File: config.mk
export PLATFORM = sky130hd
export DESIGN_NAME = wrsg_div
export DESIGN_NICKNAME = d
export VERILOG_FILES = /design/src/hw/rtl/wrsg_div.sv
export SDC_FILE = /design/constraint.sdc
export NUM_CORES = 1
export LEC_CHECK = 0
export ABC_AREA = 1
export BUFFER_PORTS_ARGS = -buffer_cell sky130_fd_sc_hd__buf_2
export CORE_UTILIZATION = 61
export DETAILED_ROUTE_END_ITERATION = 6
export GPL_TIMING_DRIVEN = 0
export PLACE_DENSITY = 0.93
export SYNTH_ARGS = -nofsm -noshare
export SYNTH_HDL_FRONTEND = slang
export SYNTH_SLANG_ARGS = --single-unit
export TNS_END_PERCENT = 30
File: constraint.sdc
create_clock -name clk_i -period 6.7 [get_ports clk_i]
set_input_delay 0.67 -clock clk_i [delete_from_list [all_inputs] [get_ports clk_i]]
set_output_delay 0.67 -clock clk_i [all_outputs]
set_load 0.005 [all_outputs]
File: src/hw/rtl/wrsg_div.sv
// Shared restoring divider: 64-bit dividend by 32-bit divisor, one quotient bit a cycle.
`default_nettype none
module wrsg_div (
  input  wire logic        clk_i,
  input  wire logic        rst_ni,
  input  wire logic        start_i,
  input  wire logic [63:0] dividend_i,
  input  wire logic [31:0] divisor_i,
  output logic             done_o,
  output logic      [63:0] quotient_o
);
  logic        busy_q;
  logic [5:0]  cnt_q;
  logic [63:0] dvd_q;
  logic [31:0] rem_q;
  logic [31:0] dsr_q;
  logic        done_q;
  logic [32:0] shifted;
  logic [32:0] trial;
  logic        fits;

  // One restoring step on the partial remainder.
  always_comb begin
    shifted = {rem_q, dvd_q[63]};
    trial   = shifted - {1'b0, dsr_q};
    fits    = (shifted >= {1'b0, dsr_q});
  end

  // Control.
  always_ff @(posedge clk_i or negedge rst_ni) begin
    if (!rst_ni) begin
      busy_q <= 1'b0;
      cnt_q  <= '0;
      done_q <= 1'b0;
    end else begin
      done_q <= 1'b0;
      if (start_i) begin
        busy_q <= 1'b1;
        cnt_q  <= '0;
      end else if (busy_q) begin
        cnt_q <= cnt_q + 6'd1;
        if (cnt_q == 6'd63) begin
          busy_q <= 1'b0;
          done_q <= 1'b1;
        end
      end
    end
  end

  // Datapath: the dividend register fills with quotient bits from the bottom.
  always_ff @(posedge clk_i) begin
    if (start_i) begin
      dvd_q <= dividend_i;
      rem_q <= '0;
      dsr_q <= divisor_i;
    end else if (busy_q) begin
      dvd_q <= {dvd_q[62:0], fits};
      rem_q <= fits ? trial[31:0] : shifted[31:0];
    end
  end

  assign done_o     = done_q;
  assign quotient_o = dvd_q;

endmodule
`default_nettype wire

# After elaboration in Yosys (flattened, before gate mapping)
# Cells that the tools add are included.
# op_classes
add_sub_neg	2
n_lt_le_gt_ge	1
n_eq_ne	1
muxes	11
n_reduce_logical	1
# op_table
op	count
two-way mux 64 bit	2
>= comparator 33 x 32 -> 1 bit	1
two-way mux 32 bit	1
subtractor 32 bit	1
two-way mux 6 bit	2
adder 6 x 1 -> 6 bit (second input constant)	1
== test 6 bit (second input constant)	1
two-way mux 1 bit	6
nonzero test 2 bit	1
# totals
reg_bits	136
input_bits	99
output_inout_bits	65
word_cells	22

# Logic depth before layout (Yosys ltp)
# Gate-level depths: netlist of run 1.
# logic_depth
depth_word	4
ltp_mapped	17
ltp_nobuf	16

# Worst setup path before layout of run 1
# OpenSTA, ideal clock, no wires.
# synth_timing
kind	input port to flip-flop
start	input start_i
end	register dvd_q[0] (netlist: quotient_o[0]), enable pin
setup_ns	0.454
arrival_time_ns	2.789
t_required_ns	6.246
slack_ns	3.457
path_stages	3
path_cell_list	nor2_1 -> inv_1 -> clkbuf_1
# synth_between
elab_chain_len	1
# synth_rtl
item	line	rtl
start: declaration	6	input wire logic start_i,
nonzero test 2 bit (no source line)	-	
end signal: assignment	53	dvd_q <= dividend_i;
end signal: assignment	57	dvd_q <= {dvd_q[62:0], fits};
end: declaration	14	logic [63:0] dvd_q;
# No other way between the ends.
# A chain may end at the register's enable or synchronous reset.

# Final worst setup path of run 1
# layout_timing
start	register dvd_q[63] (netlist: quotient_o[63])
end	register rem_q[28]
# layout_between
elab_chain_len	2
# layout_rtl
item	line	rtl
subtractor 32 bit / >= comparator 33 x 32 -> 1 bit (equally long branches)	25, 26	
two-way mux 32 bit (*)	58	rem_q <= fits ? trial[31:0] : shifted[31:0];
end signal: assignment	58	
end: declaration	15	logic [31:0] rem_q;
# Mark *: on every way between the ends. The rest lies on a longest branch, timed or not.

==> results of run 1 <==
final cells by class:
cell class,instances,area share [%]
clock inverters,15,1.84
flip-flops and latches,136,37.3
repair buffers,164,8.45
plain buffers,29,1.76
clock buffers,17,4.26
well taps,176,2.21
multi-input cells,782,37.3
inverters,182,6.84
per-layer routing:
metal,global-route usage (%),up-vias,wire length (um)
met5,0,-,0
met4,18.4,0,993
met3,7.72,82,1740
met2,61.8,392,11800
met1,39.0,3580,8880
li1,-,3886,-
power breakdown:
| part | leakage, nW | switching [mW] | internal, mW | total [mW] |
|---|---|---|---|---|
| clock network | 0.297 | 0.407 | 0.564 | 0.971 |
| logic | 3.78 | 1.07 | 0.632 | 1.70 |
| registers | 1.39 | 0.0951 | 1.05 | 1.15 |
Yosys cell counts, drive strengths merged:
| master | number |
|---|---|
| nand4 | 10 |
| nor4 | 1 |
| nor3 | 4 |
| a21oi | 23 |
| o21ai | 16 |
| and2 | 4 |
| a22o | 1 |
| nand2 | 519 |
| or2 | 2 |
| nand3b | 13 |
| buf | 11 |
| inv | 179 |
| o21a | 2 |
| o21bai | 2 |
| clkinv | 3 |
| nand3 | 82 |
| a31oi | 1 |
| nor2 | 53 |
| edfxtp | 96 |
| dfxtp | 32 |
| fa | 1 |
| ha | 33 |
| xnor2 | 14 |
| clkbuf | 18 |
| o221ai | 1 |
| dfrtp | 8 |
critical path: cells and delay by family (launching register included):
kind	cells	cell delay [ns]
adders and majority gates	2	0.60
buffers and inverters	2	0.21
and+or+nand+nor	12	1.15
DFF	1	0.42
cells by family (layout without fill, tap and decap cells):
group	after synthesis	count (layout)	share of synthesized area, %
AOI/OAI and AO/OA	46	46	3.09
xor gates and xnor gates	14	14	1.48
adders and majority gates	34	34	5.21
buffers and inverters	211	407	10.3
DFF	136	136	44.8
and+or+nand+nor	688	688	35.1
worst paths after layout:
path,startpoint,to,slack (ns),depth (start not counted)
max,quotient_o[63],rem_q[28],4.21,16
min,rst_ni,cnt_q[0],0.08,1
max reg2reg,quotient_o[63],rem_q[28],4.21,16
min reg2reg,rem_q[22],rem_q[22],0.47,2
max in group asynchronous,rst_ni,busy_q,6.43,1
min in group clk_i,divisor_i[1],dsr_q[1],0.41,1
stage by stage:
stage	hold WS, ns	power, mW	util [%]	setup WS, ns	cells
final	0.0829	3.82	75.4	4.21	1501
after floorplan	0.374	2.38	-	3.46	1129
after CTS	0.0785	3.79	75.4	4.27	1501
after detailed placement	0.461	2.80	70.8	3.79	1469
after global routing	0.0871	4.07	75.4	4.07	1501
after global placement	0.457	2.76	70.5	1.72	1468
flip-flops by register name, summed over array words and instances, names as in the netlist:
register,flops
done_o,1
busy_q,1
cnt_q,6
quotient_o,64
rem_q,32
dsr_q,32
==> results.md, run 1 <==
* Die area at 14100 um2
* Avg WL per Cell at around 16 um
* Largest net degree at the start of global routing at 56
* Status: finished, final reports clean
* Drt first-iter violations at between 600 and 700
* DRC at 0
* Cts-stage hold buffer count at 0
* Multi-input gate area at 3730 um2
* Worst-path cell chain: inv_1 -> ha_1 -> inv_1 -> fa_1 -> nand3_1 -> nand3_1 -> nand2_1 -> nand2_1 -> nand2_1 -> nand2_1 -> nand2_1 -> nand2_1 -> nand2_1 -> nand3_1 -> nand2_1 -> nand2_1
* Routed wire length at around 23000 um
* Avg Inst Size Synth at between 7 and 8 um2
* Setup TNS at 0 ns
* Die W at between 100 and 150 um
* Via/cell ratio at 5.29
* Gr usage total at around a third
* Max Fanout on Critical Path at 4
* Worst-Skew Late Latency at ~0.43 ns
* Die Height at around 120 um
* Seq/Total Area, Yosys at roughly 45%
* DRT Pass-1 Iters at 6
* DR vias at 7940
* Most frequent cells in the layout: nand2_1, inv_1, buf_2
* Row count at 42
* Gr ovfl total at 0
* CTS H-tree depth at 4
* Cts bufs inserted at 17
* Final net count at approximately 1400
* Setup crit start kind: flip-flop
* Top cell type's share of synthesized area at 34.7%
* Setup Buffers After CTS at 0
* Crit end category: flip-flop
* DP Area at around 9400 um2
* First-pass GRT wire length at roughly 38000 um
* Leak at between 5 and 6 nW
* RePlAce Congestion at between 0.9 and 1
* Synth area leaders: edfxtp_1, nand2_1, inv_1
* Mapped Cells at approximately 1100
* Critical Path AT at 2.82 ns
* CTS tree: done
* Clock-pin slew on the worst setup and hold paths at around 0.070 ns
* Netlist cell types at 39
* # setup viols final at 0
* VDD IR max at between 200 and 250 uV
* Vias in the first global route at between 7000 and 8000
* Clock Path Buffers at 2
* Layout fillers at 936
* Area of the mapped netlist at 8300 um2
* Slew @ Worst Pin at roughly 0.85 ns
* Slowest stage delay, CP at roughly 0.44 ns
* Layout cells sized above 1 at 18.3%
* Cts repair resizes at 0
* ANT nets after route at 0
* CTS Root Cell: clkbuf_16
* DPL Wire Length at 17100 um
* Yosys warnings at 0
* Initial antenna violation count at 0
* Worst hold path type: in -> async
* Area grow syn2layout at 20.2%
* Highest Clock Rate at 401 MHz
* Skew final at 0.0129 ns
* Max-cap viol count at 0
* Tmin final at ~2.5 ns
* Final slew viol count at 0
* Critical-path cell with the highest stage delay: fa_1
* Rel. slew slack at 43.7%
* Ant diodes at 0
* Final hold vios at 0
* Worst Path Required at 7.03 ns
* Pwr Density at 382 nW/um2
* Setup Crit Path Kind: reg -> reg
* Starting Density at 62.7%
* Post-Syn Nets at between 1000 and 1500
* Commonest non-fill, non-tap cell in the layout: nand2_1
* Biggest area consumer among synthesized cells: edfxtp_1
* Synth Register Bits at approximately 140
* Core Box Area at ~13000 um2
* RSZ-0062 raised after global routing: false
* PortBufs at between 150 and 200
* Period Utilization, post-route at between 30% and 40%
* Most Frequent Cell on Critical Path: nand2_1
* Top Ports at ~160
* Clock sink count at about 140
* FF+latch area at 3720 um2
* Post-route design area at between 9000 and 10000 um2
Note: power is estimated with default switching activity, not from simulation.
==> inputs of run 2 (changes only) <==
- CORE_UTILIZATION: 61 -> 56
- PLACE_DENSITY: 0.93 -> 0.87
- clock period: 6.7 -> 2.6 ns (I/O delays scaled with it)
==> results.md, run 2 (synthesized netlist as in run 1, its figures left out) <==
* Status: finished, final reports clean
* Slowest stage delay, CP at 0.43 ns (about the same)
* DP Area at 9380 um2 (+0.11%)
* Starting Density at 57.4% (-5.4 points)
* Seq pwr share at 30.1% (about the same)
* RePlAce Congestion at 0.950 (-1.6%)
* Cell Int Power at 5.81 mW (+160%)
* CTS Root Cell: clkbuf_16
* Buf/Inv on CP at 2 (unchanged)
* VDD IR max at 566 uV (+130%)
* Hold_ws at 0.00192 ns (-0.0810 ns)
* Post-layout util at 70.5% (-4.8 points)
* # setup viols final at 0 (unchanged)
* ANT nets after route at 0 (unchanged)
* FF+latch area at 3720 um2 (unchanged)
* Setup TNS at 0 ns (unchanged)
* Final net count at 1467 (+1.5%)
* Max Fanout on Critical Path at 4 (unchanged)
* Gr ovfl total at 0 (unchanged)
* Sw frac at 40.6% (-0.45 points)
* Clock network power share at 25.6% (+0.2 points)
* Multi-input gate area at 3730 um2 (unchanged)
* Placed instance count at 1477 (+0.54%)
* Net load switching power at 3.98 mW (+150%)
* Final std cells w/o fill at 1531 (+2.0%)
* CTS H-tree depth at 4 (unchanged)
* Die area at 15300 um2 (+8.8%)
* Top Ports at 164 (unchanged)
* Gr usage total at 31.2% (-3.7 points)
* Clock-pin slew on the worst setup and hold paths at 0.07 ns (about the same)
* Pwr Density at 959 nW/um2 (+150%)
* Crit path from: quotient_o[63]
* Tmin final at 2.41 ns (-0.0839 ns)
* Highest Clock Rate at 415 MHz (+3.5%)
* Setup Buffers After CTS at 0 (unchanged)
* Clock sink count at 136 (unchanged)
* RSZ-0062 raised after global routing: false
* Most Frequent Cell on Critical Path: nand2_1
* Die W at 124 um (+4.3%)
* Worst R2R Start: quotient_o[63]
* Worst hold path type: in -> reg
* DRC at 0 (unchanged)
* Max reg flops at 64 (unchanged)
* Crit end category: flip-flop
* Hold_sp: divisor_i[20]
* Ant diodes at 0 (unchanged)
* Area grow syn2layout at 23.0%
* Commonest non-fill, non-tap cell in the layout: nand2_1
* Avg WL per Cell at 14.7 um (-6.0%)
* Setup ws final at 0.190 ns (-4.02 ns)
* Setup crit start kind: flip-flop
* Layout cells sized above 1 at 17.9% (-0.37 points)
* Comb power frac at 44.3% (-0.2 points)
* PortBufs at 163 (unchanged)
* Cts repair resizes at 0 (unchanged)
* DPL Wire Length at 16600 um (-2.7%)
* DR vias at 7836 (-1.3%)
* Rel. slew slack at 43.9% (+0.25 points)
* Initial antenna violation count at 0 (unchanged)
* Worst-path cell chain: inv_1 -> ha_1 -> inv_1 -> fa_1 -> nand3_1 -> nand3_1 -> nand2_1 -> nand2_1 -> nand2_1 -> nand2_1 -> nand2_1 -> nand2_1 -> nand2_1 -> nand3_1 -> nand2_1 -> nand2_1
* Routed wire length at 22500 um (-4.1%)
* Largest net degree at the start of global routing at 71 (+27%)
* Drt first-iter violations at 600 (-14%)
* Critical Path AT at 2.73 ns (-0.09 ns)
* Leak at 5.55 nW (+1.7%)
* Worst Path Required at 2.92 ns (-4.11 ns)
* Period Utilization, post-route at 92.7% (+55 points)
* DRT Pass-1 Iters at 5 (-1)
* Critical-path cell with the highest stage delay: fa_1
* Final hold vios at 0 (unchanged)
* Post-route design area at 10200 um2 (+2.3%)
* Via/cell ratio at 5.12 (-3.2%)
* CP delay by family, top: simple AND/OR/NAND/NOR gates
* Die Height at 124 um (+4.3%)
* Max-cap viol count at 0 (unchanged)
* CTS tree: done
* Total chip power at 9.79 mW (+160%)
* Setup Crit Path Kind: reg -> reg
* Layout fillers at 1153 (+23%)
* Clock Path Buffers at 2 (unchanged)
* Core Box Area at 14500 um2 (+9.3%)
* Cts bufs inserted at 17 (unchanged)
* Cts-stage hold buffer count at 21 (+21)
* Pre-CTS WS at 0.146 ns (-3.65 ns)
* Most frequent cells in the layout: nand2_1, inv_1, buf_2
* First-pass GRT wire length at 36100 um (-4.4%)
* Row count at 44 (+4.8%)
* Skew final at 0.0144 ns (+0.00150 ns)
* Final slew viol count at 0 (unchanged)
* Slew @ Worst Pin at 0.841 ns (-0.00369 ns)
* Worst-Skew Late Latency at 0.44 ns (about the same)
* Vias in the first global route at 7733 (-2.4%)
run 2: cell types whose count changed in the layout (fill, tap and decap cells not counted):
cell,change
clkinv_1,+1
inv_8,+1
clkinv_2,-1
dlygate4sd3_1,+22
inv_6,-1
run 2: cell type report:
cell class	count	area share, %
multi-input combinational	782	36.5
sequential	136	36.5
timing repair buffer	186	10.4
inverter	182	6.69
clock buffer	17	4.17
tap	184	2.25
clock inverter	15	1.81
buffer	29	1.72
run 2: layer usage:
metal	vias up	global-route usage [%]	wire length, um
met5	-	0	0
met4	0	12.7	629
met3	48	6.82	1370
met2	280	55.5	11200
met1	3580	36.1	9300
li1	3928	-	-
run 2: power groups by stage:
stage	clock, mW	sequential [mW]	combinational, mW
6_report	2.51	2.95	4.33
5_1_grt	2.60	2.99	4.88
4_1_cts	2.52	2.95	4.29
3_5_place_dp	0	2.98	4.21
3_3_place_gp	0	2.97	4.14
2_1_floorplan	0	2.93	3.19
run 2: path summary, 6_finish.rpt:
| kind | slack, ns | cells past startpoint | endpoint |
|---|---|---|---|
| max | 0.19 | 16 | rem_q[28] |
| min | 0.002 | 1 | dsr_q[20] |
| max reg2reg | 0.19 | 16 | rem_q[28] |
| min reg2reg | 0.47 | 2 | rem_q[26] |
| max in group asynchronous | 2.19 | 2 | done_o |
| min in group asynchronous | 0.23 | 2 | cnt_q[4] |
==> inputs of run 3 (changes only) <==
- CORE_ASPECT_RATIO: unset -> 0.8
==> results.md, run 3 (synthesized netlist as in run 1, its figures left out) <==
* CTS tree: done
* Max Fanout on Critical Path at 4 (unchanged)
* Hold_ws at 0.0122 ns (+0.0103 ns)
* DRT Pass-1 Iters at 7 (+2)
* Drt first-iter violations at 906 (+51%)
* Period Utilization, post-route at 90.6% (-2.1 points)
* DRC at 6 (+6)
* Initial antenna violation count at 0 (unchanged)
* Clock sink count at 136 (unchanged)
* Worst hold path type: in -> reg
* Status: finished, violations left
* Routed wire length at 22500 um (+0.31%)
* Crit end category: flip-flop
* CTS Root Cell: clkbuf_16
* Rel. slew slack at 46.1% (+2.2 points)
* PortBufs at 163 (unchanged)
* Area grow syn2layout at 24.1%
* Avg WL per Cell at 14.6 um (-0.34%)
* Gr usage total at 31.0% (-0.17 points)
* Leak at 5.59 nW (+0.77%)
* Clock-pin slew on the worst setup and hold paths at 0.07 ns (about the same)
* Largest net degree at the start of global routing at 66 (-7.0%)
* Core Box Area at 14400 um2 (-0.58%)
* DPL Wire Length at 16400 um (-1.2%)
* Total chip power at 9.81 mW (+0.15%)
* Final slew viol count at 0 (unchanged)
* Die W at 138 um (+12%)
* Worst R2R Start: quotient_o[63]
* Tmin final at 2.36 ns (-0.0537 ns)
* Cts bufs inserted at 17 (unchanged)
* RSZ-0062 raised after global routing: false
* Highest Clock Rate at 424 MHz (+2.3%)
* Layout cells sized above 1 at 17.9% (about the same)
* Final hold vios at 0 (unchanged)
* Failing checks: design-rule violations
* Crit path from: quotient_o[63]
* Top Ports at 164 (unchanged)
* FF+latch area at 3720 um2 (unchanged)
* Gr ovfl total at 0 (unchanged)
* Worst-Skew Late Latency at 0.44 ns (about the same)
* # setup viols final at 0 (unchanged)
* DR vias at 7946 (+1.4%)
* Skew final at 0.0110 ns (-0.00346 ns)
* Layout fillers at 1109 (-3.8%)
* Row count at 39 (-11%)
* Starting Density at 57.7% (+0.33 points)
* Setup crit start kind: flip-flop
* Die area at 15300 um2 (about the same)
* Pwr Density at 952 nW/um2 (-0.74%)
* ANT nets after route at 0 (unchanged)
* Slew @ Worst Pin at 0.809 ns (-0.0326 ns)
* Ant diodes at 0 (unchanged)
* First-pass GRT wire length at 37000 um (+2.5%)
* Clock Path Buffers at 2 (unchanged)
* Die Height at 111 um (-10%)
* Setup ws final at 0.244 ns (+0.0537 ns)
* Max-cap viol count at 0 (unchanged)
* Vias in the first global route at 7567 (-2.1%)
* CTS H-tree depth at 4 (unchanged)
* Max reg flops at 64 (unchanged)
* Setup Crit Path Kind: reg -> reg
* Multi-input gate area at 3730 um2 (+0.13%)
* Commonest non-fill, non-tap cell in the layout: nand2_1
* Pre-CTS WS at 0.176 ns (+0.0293 ns)
* Via/cell ratio at 5.16 (+0.75%)
* Final net count at 1477 (+0.68%)
* VDD IR max at 607 uV (+7.4%)
* Worst Path Required at 2.94 ns (+0.02 ns)
* Most frequent cells in the layout: nand2_1, inv_1, buf_2
* RePlAce Congestion at 0.971 (+2.2%)
* Critical Path AT at 2.69 ns (-0.04 ns)
* Hold_sp: divisor_i[31]
run 3: path summary, 6_finish.rpt:
kind	end	slack, ns	cells past startpoint
min in group asynchronous	cnt_q[3]	0.20	2
worst max register to register	rem_q[26]	0.24	14
worst max-delay path	rem_q[26]	0.24	14
worst min-delay path	dsr_q[31]	0.01	1
max in group asynchronous	done_o	2.23	2
worst min register to register	rem_q[20]	0.48	2
run 3: report_power, final:
group	internal [mW]	total (mW)	switching, mW	leakage (nW)
sequential	2.71	2.94	0.233	1.39
clock	1.37	2.47	1.10	0.292
combinational	1.66	4.39	2.73	3.91
run 3: cell type report:
type / count / area share [%]
Clock inverter: 15 / 1.66
Tap cell: 184 / 2.23
Buffer: 29 / 1.70
Multi-Input combinational cell: 782 / 36.2
Clock buffer: 17 / 4.13
Sequential cell: 136 / 36.1
Timing Repair Buffer: 196 / 11.3
Inverter: 182 / 6.63
run 3: timing repair:
item / in CTS / in global routing
endpoints found under the hold margin: 39 / 0
gates resized for setup: 0 / 1
buffers inserted: 0 / 0
hold buffers: 32 / 0
setup endpoints to repair: 0 / 1
run 3: routing by layer:
layer / vias to the layer above / wire (um) / GRT usage, %
met3: 48 / 1720 / 6.61
met5: - / 0 / 0
met2: 332 / 10200 / 48.9
li1: 3957 / - / -
met1: 3609 / 10100 / 42.4
met4: 0 / 576 / 10.8
run 3: critical path: stages, from the launching register on:
cell	delay, ns
edfxtp_1	0.42
inv_1	0.09
ha_1	0.14
inv_1	0.08
fa_1	0.44
nand2_1	0.10
nand3_1	0.21
nand2_1	0.12
nand2_1	0.16
nand2_1	0.17
nand3_1	0.08
nand2_1	0.06
nand3_1	0.06
nand2_1	0.07
nand2_1	0.04
run 3: stage by stage:
step / util, % / setup TNS, ns / std cells / instance area [um2]
after floorplan: - / 0 / 1129 / 8310
after global placement: 65.0 / -36.60 / 1476 / 9350
after detailed placement: 65.2 / 0 / 1477 / 9380
after CTS: 71.5 / 0 / 1541 / 10300
after global routing: 71.6 / 0 / 1541 / 10300
final: 71.6 / 0 / 1541 / 10300
